==> src/rtl/wsdf_pkg.sv <==
// Shared types and constants for the WebSocket frame deframer.
// No dependencies; the other files that use it refer to it by scoped names.
package wsdf_pkg;

  typedef enum logic [1:0] {
    KindPayload = 2'd0,
    KindEmpty   = 2'd1,
    KindReject  = 2'd2
  } kind_e;

  // Header byte 0 reserved bits, the 7-bit length codes, and header field byte counts.
  localparam logic [7:0] RsvMask    = 8'h70;
  localparam logic [6:0] Len7Max    = 7'd125;
  localparam logic [6:0] Len16Code  = 7'd126;
  localparam logic [3:0] Ext16Bytes = 4'd2;
  localparam logic [3:0] Ext64Bytes = 4'd8;
  localparam logic [3:0] KeyBytes   = 4'd4;

  localparam int unsigned QueueDepth = 4;

  // One classified result on its way from the parser to the output stage.
  typedef struct packed {
    kind_e       kind;
    logic [7:0]  raw;
    logic [7:0]  key;
    logic        last;
    logic        fin;
    logic [3:0]  opcode;
    logic        masked;
  } entry_t;

endpackage

==> src/rtl/wsdf_if.sv <==
// Valid/ready channel interfaces for the deframer's byte input and result output.
// Depends on nothing.
interface wsdf_byte_if;
  logic       valid;
  logic       ready;
  logic [7:0] stream_byte;

  modport source (output valid, output stream_byte, input ready);
  modport sink   (input valid, input stream_byte, output ready);
endinterface

interface wsdf_result_if;
  logic       valid;
  logic       ready;
  logic [1:0] kind;
  logic [7:0] payload_byte;
  logic       last_of_frame;
  logic       fin_flag;
  logic [3:0] frame_opcode;
  logic       was_masked;

  modport source (output valid, output kind, output payload_byte, output last_of_frame,
                  output fin_flag, output frame_opcode, output was_masked, input ready);
  modport sink   (input valid, input kind, input payload_byte, input last_of_frame,
                  input fin_flag, input frame_opcode, input was_masked, output ready);
endinterface

==> src/rtl/websocket_frame_deframer_unit.sv <==
// WebSocket frame deframer: receive side byte stream to unmasked payload results.
//
// Channels: in_i carries one received stream byte per beat; out_o carries one
// result per beat (payload byte, empty-frame end, or reserved-bit reject),
// each with the FIN, opcode and mask flag of its frame.
// Throughput: one byte per cycle while the queue is not full, set by the parser;
// header bytes produce no result, so output beats are sparse there.
// Path: the edge that accepts a byte writes its result into the queue; the output
// register loads it from the queue head once that register is empty or being
// taken, and the result leaves on out_o from that register.
// Stall: when out_o is held off, results collect in a Depth-entry queue; the
// parser keeps taking bytes until the queue fills, then drops in_i.ready.
// Reset: rst_ni clears the parser to wait for header byte 0 and empties the
// queue and the output register; no clearing pass is needed.
// Depends on wsdf_pkg, wsdf_if, wsdf_front, wsdf_queue and wsdf_back.
module websocket_frame_deframer_unit #(
  parameter int unsigned QueueDepth = wsdf_pkg::QueueDepth
) (
  input  logic          clk_i,
  input  logic          rst_ni,
  wsdf_byte_if.sink     in_i,
  wsdf_result_if.source out_o
);

  logic             push;
  logic             pop;
  logic             full;
  logic             empty;
  wsdf_pkg::entry_t front_entry;
  wsdf_pkg::entry_t head_entry;

  wsdf_front u_front (
    .clk_i     (clk_i),
    .rst_ni    (rst_ni),
    .in_i      (in_i),
    .q_ready_i (!full),
    .push_o    (push),
    .entry_o   (front_entry)
  );

  wsdf_queue #(
    .Depth (QueueDepth)
  ) u_queue (
    .clk_i   (clk_i),
    .rst_ni  (rst_ni),
    .push_i  (push),
    .entry_i (front_entry),
    .full_o  (full),
    .pop_i   (pop),
    .entry_o (head_entry),
    .empty_o (empty)
  );

  wsdf_back u_back (
    .clk_i   (clk_i),
    .rst_ni  (rst_ni),
    .entry_i (head_entry),
    .empty_i (empty),
    .pop_o   (pop),
    .out_o   (out_o)
  );

endmodule

==> src/rtl/wsdf_front.sv <==
// Front end: accepts stream bytes, walks the frame header and classifies each byte.
// Depends on wsdf_pkg and wsdf_byte_if.
module wsdf_front (
  input  logic            clk_i,
  input  logic            rst_ni,
  wsdf_byte_if.sink       in_i,
  input  logic            q_ready_i,
  output logic            push_o,
  output wsdf_pkg::entry_t entry_o
);

  localparam logic [2:0] PhHead0  = 3'd0;
  localparam logic [2:0] PhLen    = 3'd1;
  localparam logic [2:0] PhExtLen = 3'd2;
  localparam logic [2:0] PhKey    = 3'd3;
  localparam logic [2:0] PhData   = 3'd4;

  logic [2:0]  phase_q, phase_d;
  logic        fin_q, fin_d;
  logic [3:0]  opcode_q, opcode_d;
  logic        mask_q, mask_d;
  logic [3:0]  hdr_left_q, hdr_left_d;
  logic [63:0] len_acc_q, len_acc_d;
  logic [31:0] key_q, key_d;
  logic [1:0]  key_idx_q, key_idx_d;
  logic [63:0] pay_left_q, pay_left_d;

  logic        fire;
  logic [7:0]  b;
  logic        len_known;
  logic [63:0] len_val;
  logic        mask_now;
  logic [7:0]  key_byte;

  assign in_i.ready = q_ready_i;
  assign fire       = in_i.valid && in_i.ready;
  assign b          = in_i.stream_byte;

  always_comb begin
    case (key_idx_q)
      2'd0:    key_byte = key_q[31:24];
      2'd1:    key_byte = key_q[23:16];
      2'd2:    key_byte = key_q[15:8];
      default: key_byte = key_q[7:0];
    endcase
  end

  always_comb begin
    phase_d    = phase_q;
    fin_d      = fin_q;
    opcode_d   = opcode_q;
    mask_d     = mask_q;
    hdr_left_d = hdr_left_q;
    len_acc_d  = len_acc_q;
    key_d      = key_q;
    key_idx_d  = key_idx_q;
    pay_left_d = pay_left_q;
    len_known  = 1'b0;
    len_val    = 64'd0;
    mask_now   = mask_q;
    push_o     = 1'b0;
    entry_o        = '0;
    entry_o.kind   = wsdf_pkg::KindPayload;
    entry_o.fin    = fin_q;
    entry_o.opcode = opcode_q;

    if (fire) begin
      unique case (phase_q)
        PhLen: begin
          mask_now = b[7];
          mask_d   = b[7];
          if (b[6:0] <= wsdf_pkg::Len7Max) begin
            len_known = 1'b1;
            len_val   = {57'd0, b[6:0]};
          end else begin
            len_acc_d  = 64'd0;
            hdr_left_d = (b[6:0] == wsdf_pkg::Len16Code) ? wsdf_pkg::Ext16Bytes
                                                         : wsdf_pkg::Ext64Bytes;
            phase_d    = PhExtLen;
          end
        end
        PhExtLen: begin
          len_acc_d  = {len_acc_q[55:0], b};
          hdr_left_d = hdr_left_q - 4'd1;
          if (hdr_left_q == 4'd1) begin
            len_known = 1'b1;
            len_val   = len_acc_d;
          end
        end
        PhKey: begin
          key_d      = {key_q[23:0], b};
          hdr_left_d = hdr_left_q - 4'd1;
          if (hdr_left_q == 4'd1) begin
            if (pay_left_q == 64'd0) begin
              phase_d        = PhHead0;
              push_o         = 1'b1;
              entry_o.kind   = wsdf_pkg::KindEmpty;
              entry_o.masked = 1'b1;
            end else begin
              phase_d = PhData;
            end
          end
        end
        PhData: begin
          key_idx_d      = key_idx_q + 2'd1;
          pay_left_d     = pay_left_q - 64'd1;
          push_o         = 1'b1;
          entry_o.raw    = b;
          entry_o.key    = mask_q ? key_byte : 8'd0;
          entry_o.masked = mask_q;
          entry_o.last   = (pay_left_q == 64'd1);
          if (pay_left_q == 64'd1) begin
            phase_d = PhHead0;
          end
        end
        default: begin
          // Undefined phase codes fall back to header byte 0 as well.
          if ((b & wsdf_pkg::RsvMask) != 8'd0) begin
            phase_d        = PhHead0;
            push_o         = 1'b1;
            entry_o.kind   = wsdf_pkg::KindReject;
            entry_o.fin    = b[7];
            entry_o.opcode = b[3:0];
          end else begin
            fin_d    = b[7];
            opcode_d = b[3:0];
            phase_d  = PhLen;
          end
        end
      endcase

      // Length settled: go to the key, the payload, or close an empty frame.
      if (len_known) begin
        pay_left_d = len_val;
        key_idx_d  = 2'd0;
        if (mask_now) begin
          key_d      = 32'd0;
          hdr_left_d = wsdf_pkg::KeyBytes;
          phase_d    = PhKey;
        end else if (len_val == 64'd0) begin
          phase_d      = PhHead0;
          push_o       = 1'b1;
          entry_o.kind = wsdf_pkg::KindEmpty;
        end else begin
          phase_d = PhData;
        end
      end
    end
  end

  always_ff @(posedge clk_i or negedge rst_ni) begin
    if (!rst_ni) begin
      phase_q    <= PhHead0;
      fin_q      <= 1'b0;
      opcode_q   <= 4'd0;
      mask_q     <= 1'b0;
      hdr_left_q <= 4'd0;
      len_acc_q  <= 64'd0;
      key_q      <= 32'd0;
      key_idx_q  <= 2'd0;
      pay_left_q <= 64'd0;
    end else begin
      phase_q    <= phase_d;
      fin_q      <= fin_d;
      opcode_q   <= opcode_d;
      mask_q     <= mask_d;
      hdr_left_q <= hdr_left_d;
      len_acc_q  <= len_acc_d;
      key_q      <= key_d;
      key_idx_q  <= key_idx_d;
      pay_left_q <= pay_left_d;
    end
  end

`ifndef SYNTHESIS
  a_hdr_left_live: assert property (@(posedge clk_i) disable iff (!rst_ni)
    (phase_q == PhExtLen || phase_q == PhKey) |-> hdr_left_q != 4'd0)
    else $error("header byte count empty in extended length or key phase");

  a_data_has_bytes: assert property (@(posedge clk_i) disable iff (!rst_ni)
    (phase_q == PhData) |-> pay_left_q != 64'd0)
    else $error("payload phase with no bytes left");

  a_reject_cause: assert property (@(posedge clk_i) disable iff (!rst_ni)
    (push_o && entry_o.kind == wsdf_pkg::KindReject) |-> (b & wsdf_pkg::RsvMask) != 8'd0)
    else $error("reject issued for a clean header byte");
`endif

endmodule

==> src/rtl/wsdf_queue.sv <==
// Short FIFO of classified results between the parser and the output stage.
// Depends on wsdf_pkg.
module wsdf_queue #(
  parameter int unsigned Depth = wsdf_pkg::QueueDepth
) (
  input  logic             clk_i,
  input  logic             rst_ni,
  input  logic             push_i,
  input  wsdf_pkg::entry_t entry_i,
  output logic             full_o,
  input  logic             pop_i,
  output wsdf_pkg::entry_t entry_o,
  output logic             empty_o
);

  localparam int unsigned PtrW = (Depth > 1) ? $clog2(Depth) : 1;
  localparam int unsigned CntW = $clog2(Depth + 1);

  wsdf_pkg::entry_t slots_q [Depth];
  logic [PtrW-1:0]  wr_ptr_q, wr_ptr_d;
  logic [PtrW-1:0]  rd_ptr_q, rd_ptr_d;
  logic [CntW-1:0]  count_q, count_d;

  assign full_o  = (count_q == CntW'(Depth));
  assign empty_o = (count_q == '0);
  assign entry_o = slots_q[rd_ptr_q];

  always_comb begin
    wr_ptr_d = wr_ptr_q;
    rd_ptr_d = rd_ptr_q;
    count_d  = count_q;
    if (push_i) begin
      wr_ptr_d = (wr_ptr_q == PtrW'(Depth - 1)) ? '0 : wr_ptr_q + PtrW'(1);
    end
    if (pop_i) begin
      rd_ptr_d = (rd_ptr_q == PtrW'(Depth - 1)) ? '0 : rd_ptr_q + PtrW'(1);
    end
    if (push_i && !pop_i) begin
      count_d = count_q + CntW'(1);
    end else if (pop_i && !push_i) begin
      count_d = count_q - CntW'(1);
    end
  end

  always_ff @(posedge clk_i) begin
    if (push_i) begin
      slots_q[wr_ptr_q] <= entry_i;
    end
  end

  always_ff @(posedge clk_i or negedge rst_ni) begin
    if (!rst_ni) begin
      wr_ptr_q <= '0;
      rd_ptr_q <= '0;
      count_q  <= '0;
    end else begin
      wr_ptr_q <= wr_ptr_d;
      rd_ptr_q <= rd_ptr_d;
      count_q  <= count_d;
    end
  end

`ifndef SYNTHESIS
  a_no_overflow: assert property (@(posedge clk_i) disable iff (!rst_ni)
    push_i |-> !full_o)
    else $error("push into a full result queue");

  a_no_underflow: assert property (@(posedge clk_i) disable iff (!rst_ni)
    pop_i |-> !empty_o)
    else $error("pop from an empty result queue");
`endif

endmodule

==> src/rtl/wsdf_back.sv <==
// Back end: unmasks queued results and holds them in the output register.
// Depends on wsdf_pkg and wsdf_result_if.
module wsdf_back (
  input  logic             clk_i,
  input  logic             rst_ni,
  input  wsdf_pkg::entry_t entry_i,
  input  logic             empty_i,
  output logic             pop_o,
  wsdf_result_if.source    out_o
);

  logic       valid_q;
  logic [1:0] kind_q;
  logic [7:0] data_q;
  logic       last_q;
  logic       fin_q;
  logic [3:0] opcode_q;
  logic       masked_q;

  // Refill the output register when it is empty or being taken this cycle.
  assign pop_o = !empty_i && (!valid_q || out_o.ready);

  always_ff @(posedge clk_i or negedge rst_ni) begin
    if (!rst_ni) begin
      valid_q <= 1'b0;
    end else if (!valid_q || out_o.ready) begin
      valid_q <= !empty_i;
    end
  end

  always_ff @(posedge clk_i) begin
    if (pop_o) begin
      kind_q   <= entry_i.kind;
      data_q   <= entry_i.raw ^ entry_i.key;
      last_q   <= entry_i.last;
      fin_q    <= entry_i.fin;
      opcode_q <= entry_i.opcode;
      masked_q <= entry_i.masked;
    end
  end

  assign out_o.valid         = valid_q;
  assign out_o.kind          = kind_q;
  assign out_o.payload_byte  = data_q;
  assign out_o.last_of_frame = last_q;
  assign out_o.fin_flag      = fin_q;
  assign out_o.frame_opcode  = opcode_q;
  assign out_o.was_masked    = masked_q;

`ifndef SYNTHESIS
  a_side_results_clean: assert property (@(posedge clk_i) disable iff (!rst_ni)
    (valid_q && kind_q != wsdf_pkg::KindPayload) |-> (data_q == 8'd0 && !last_q))
    else $error("empty or reject result carries payload data");
`endif

endmodule

==> src/flat_wrapper.sv <==
// flat-port wrapper written by rule: the top's interface ports become plain ports
module websocket_frame_deframer_unit_flat 
#(
  parameter int unsigned QueueDepth = wsdf_pkg::QueueDepth
)
  (clk_i, rst_ni, in_i_valid, in_i_stream_byte, in_i_ready, out_o_valid, out_o_kind, out_o_payload_byte, out_o_last_of_frame, out_o_fin_flag, out_o_frame_opcode, out_o_was_masked, out_o_ready);
  wsdf_byte_if in_i_i ();
  wsdf_result_if out_o_i ();
  input  logic clk_i;
  input  logic rst_ni;
  input wire logic [$bits(in_i_i.valid)-1:0] in_i_valid;
  input wire logic [$bits(in_i_i.stream_byte)-1:0] in_i_stream_byte;
  output wire logic [$bits(in_i_i.ready)-1:0] in_i_ready;
  output wire logic [$bits(out_o_i.valid)-1:0] out_o_valid;
  output wire logic [$bits(out_o_i.kind)-1:0] out_o_kind;
  output wire logic [$bits(out_o_i.payload_byte)-1:0] out_o_payload_byte;
  output wire logic [$bits(out_o_i.last_of_frame)-1:0] out_o_last_of_frame;
  output wire logic [$bits(out_o_i.fin_flag)-1:0] out_o_fin_flag;
  output wire logic [$bits(out_o_i.frame_opcode)-1:0] out_o_frame_opcode;
  output wire logic [$bits(out_o_i.was_masked)-1:0] out_o_was_masked;
  input wire logic [$bits(out_o_i.ready)-1:0] out_o_ready;
  assign in_i_i.valid = in_i_valid;
  assign in_i_i.stream_byte = in_i_stream_byte;
  assign in_i_ready = in_i_i.ready;
  assign out_o_valid = out_o_i.valid;
  assign out_o_kind = out_o_i.kind;
  assign out_o_payload_byte = out_o_i.payload_byte;
  assign out_o_last_of_frame = out_o_i.last_of_frame;
  assign out_o_fin_flag = out_o_i.fin_flag;
  assign out_o_frame_opcode = out_o_i.frame_opcode;
  assign out_o_was_masked = out_o_i.was_masked;
  assign out_o_i.ready = out_o_ready;
  websocket_frame_deframer_unit #(.QueueDepth(QueueDepth)) u_core (.clk_i(clk_i), .rst_ni(rst_ni), .in_i(in_i_i), .out_o(out_o_i));
endmodule
==> config.mk <==
export PLATFORM = sky130hd
export DESIGN_NAME = websocket_frame_deframer_unit_flat
export DESIGN_NICKNAME = d
export VERILOG_FILES = /design/src/rtl/wsdf_pkg.sv /design/src/rtl/wsdf_if.sv /design/src/rtl/websocket_frame_deframer_unit.sv /design/src/rtl/wsdf_front.sv /design/src/rtl/wsdf_queue.sv /design/src/rtl/wsdf_back.sv /design/src/flat_wrapper.sv
export SDC_FILE = /design/constraint.sdc
export NUM_CORES = 1
export LEC_CHECK = 0
export BUFFER_PORTS_ARGS = -buffer_cell sky130_fd_sc_hd__buf_2
export CORE_UTILIZATION = 50
export DETAILED_ROUTE_END_ITERATION = 8
export PLACE_DENSITY = 0.77
export SYNTH_ARGS = -nofsm -noshare
export SYNTH_HDL_FRONTEND = slang
export SYNTH_SLANG_ARGS = --single-unit
==> constraint.sdc <==
create_clock -name clk_i -period 4.7 [get_ports clk_i]
set_clock_uncertainty 0.1 [all_clocks]
set_input_delay 0.235 -clock clk_i [delete_from_list [all_inputs] [get_ports clk_i]]
set_output_delay 0.235 -clock clk_i [all_outputs]
set_load 0.1 [all_outputs]
==> results.md <==
- Nets: about 1200
- DP Area: 14200 um2
- Count leader, synth: dfrtp_1
- Largest family of logic cells by synthesized area: compound AO/OA/AOI/OAI gates
- Area grow syn2layout: 12.4%
- Seq/Total Area, Yosys: 57.7%
- Starting density of the core: 50.9%
- Top-area cell type share of the netlist area: 32.0%
- Area share of xor/xnor cells in the synthesized design: 2.50%
- Worst setup SP type: register
- Vias in the first global route: 9983
- Final RePlAce weighted congestion: 0.945
- Async S/R FF share, synth: 59.9%
- Antenna cell count: 0
- Period Utilization, post-route: around three quarters
- Maximum clock frequency: between 0.2 and 0.3 GHz
- Io pins: 31
- Die area: 28000 um2
- CP arrival: just under 4 ns
- Final HPWL DP: 21200 um
- # rows: 60
- Cell variety after synth: 72
- Worst Max-Slew Pin Slew: ~1.2 ns
- Root Buffer: clkbuf_16
- Power Dens Cells: 554 nW/um2
- Die X: about 170 um
- Compound-Gate Fraction of Synth Area: 16.4%
- Syn_nets: 1225
- Critical path startpoint: u_core.u_front.pay_left_q[7]$_DFFE_PN0P_
- Clk slew on worst S/H paths: 0.06 ns
- WP data required: 5.10 ns
- Core footprint: between 20000 and 30000 um2
- Area leader, netlist: dfrtp_1
- Design area: about 15000 um2
- Crit-path max FO: 17
- Global Route Usage Sum: 24.3%
- Number of synthesized flops with an enable pin: 117
- Critical path endpoint category: register
- Routed wire length: 33800 um
- Ys Warns: 0
- Tmin final: approximately 3.6 ns
- Pin count of the biggest net entering global routing: 102
- Worst r2r src: u_core.u_front.pay_left_q[7]$_DFFE_PN0P_
- Slew Limit Headroom: 17.7%
- Max Transition Viols Final: 0
- Initial drt markers: 1359
- Primary flip-flop cell chosen by synthesis mapping: dfrtp_1
- Setup TNS: 0 ns
- Outcome: complete, no violations
- CTS Buf Count: 30
- Total gr overflow: 0
- CTS tree: built
- Die Y-Extent: 167 um
- First-pass GRT wire length: 54300 um
- DR vias/cell: 6.47
- #FFs+latches synth: ~300
- Crit path max-delay cell type: nor3_1
- Final Hold Fails: 0
- Mapped Avg Cell Area: 11.4 um2
- Reg2Reg Depth: 12
- Flop-to-flop setup slack: 1.13 ns
- Routed len/inst: 21.4 um
- CP Class: reg2reg
- Post-route ant nets: 0
- Worst R2R End: u_core.u_queue.count_q[2]$_DFFE_PN0P_
- Fraction of layout cells with a size suffix above 1: approximately 14%
- Unrepaired setup endpoints after global routing: no
- Max-cap viol count: 0
- DRC violations left: 0
- Synth cell count leaders: dfrtp_1 (175), nand2_1 (125), edfxtp_1 (117)
- Synth Area in Simple Gates: 14.3%
- Worst skew pair latency: 0.57 ns
- Area contributors post-synth: dfrtp_1 (32%), edfxtp_1 (26%), a22o_1 (3.8%), nand2_1 (3.4%), a21oi_1 (3.0%)
- Crit-path cells: nor3_1, nand3_2, nor4_4, buf_4, a211oi_1, o22ai_2, ha_1, inv_1, fa_1, xor2_1, nor2_1, xor2_1
- Crit path top cell by count: xor2_1
- Peak supply drop: 348 uV
- Mapped cell area: 13700 um2
- Clock sinks: 292
- Delay of the slowest critical-path stage: 0.64 ns
- # resized after CTS: 0
- Post-synthesis adder-cell area fraction: 1.43%
- Drt pass-1 iters: 6
- Syn Inst Count: ~1200
- Filler cell count: 2160
- H-tree depth: 1
- Final setup violation count: 0
- CTS max path bufs: 3
- Initial antenna violation count: 0
- Mux share of post-synthesis cell area: 4.35%
- Vias: ~10000
- Static leakage: just over 0.006 uW
- PortBufs: 30
- Min-delay worst type: in2async
[flip-flops by register name, indices dropped and copies added (netlist names), 2 cells and up]
signal                            cells
u_core.u_back.out_o.payload_byte      8
u_core.u_front.len_acc_q             56
u_core.u_queue.slots_q              100
u_core.u_queue.wr_ptr_q               2
u_core.u_back.out_o.frame_opcode      4
u_core.u_front.phase_q                3
u_core.u_back.out_o.kind              2
u_core.u_queue.rd_ptr_q               2
u_core.u_front.pay_left_q            64
u_core.u_front.opcode_q               4
u_core.u_front.key_idx_q              2
u_core.u_front.hdr_left_q             4
u_core.u_front.key_q                 32
u_core.u_queue.count_q                3
[how the worst max path moves through the flow]
stage	slack [ns]	to	cells past startpoint
after floorplan	1.50	u_core.u_queue.count_q[1]$_DFFE_PN0P_	6
after global placement	1.26	u_core.u_queue.count_q[2]$_DFFE_PN0P_	12
after detailed placement	1.13	u_core.u_queue.count_q[2]$_DFFE_PN0P_	12
after CTS	1.13	u_core.u_queue.count_q[2]$_DFFE_PN0P_	12
after global routing	0.96	u_core.u_queue.count_q[2]$_DFFE_PN0P_	12
final	1.13	u_core.u_queue.count_q[2]$_DFFE_PN0P_	12
[logic make-up (layout without fill, tap and decap cells)]
logic type      after synthesis  count (layout)
compound gates              333             333
xor+xnor                     39              39
mux                          36              36
fa+ha+maj                    15              15
simple gates                380             380
flops                       292             292
buf+inv                     103             147
[where the power goes]
group          leakage, uW  internal [uW]  switching, uW  total [uW]
sequential         0.00346           3210            326        3530
combinational      0.00207            703           1690        2390
clock             0.000551           1600           1000        2600
total              0.00608           5510           3010        8520
[cell type report]
type,instances,area [um2],share of cell area [%]
flip-flops and latches,292,7890,51.4
multi-input cells,803,5380,35.0
clock buffers,39,878,5.71
repair buffers,65,457,2.97
well taps,341,427,2.78
clock inverters,17,236,1.54
inverters,26,97.6,0.635
[cells in the final DEF (no fill, tap or decap), drive strengths merged, types with 20 or more instances in the layout]
master	count
a22o	60
edfxtp	117
nand2	127
nor2	77
nand3	26
clkbuf	39
inv	26
o21ai	73
nor4	40
a21oi	83
a32oi	20
nor3	35
buf	55
dfrtp	175
xor2	34
[through the flow]
stage	total power [uW]	hold slack, ns	util (%)	std cells	worst slack, ns
finish	8520	0.148	57.2	1583	1.13
global route	8870	0.161	57.2	1583	0.957
CTS	8550	0.128	57.2	1583	1.13
detailed placement	5930	0.206	52.7	1517	1.13
global placement	5850	0.207	52.7	1517	1.26
floorplan	5330	-0.161	-	1198	1.50
[metal layers]
metal / vias to the layer above / global-route usage [%] / wire length [um]
li1: 4569 / - / -
met5: - / 0 / 0
met3: 95 / 4.42 / 2980
met1: 5030 / 32.9 / 13700
met4: 0 / 8.26 / 1080
met2: 546 / 39.5 / 16000
[what timing repair did]
action | 4_1_cts | 5_1_grt
setup buffers | 0 | 0
hold buffers | 10 | 0
setup endpoints to repair | 0 | 0
hold endpoints to repair | 86 | 0
[critical path, delay by kind of cell (launching register included)]
family,cells,cell delay (ns)
xor+xnor,2,0.30
fa+ha+maj,2,0.62
buf+inv,2,0.34
compound gates,2,0.43
flops,1,0.41
simple gates,4,1.31
Power figures use the tool's default switching activity.
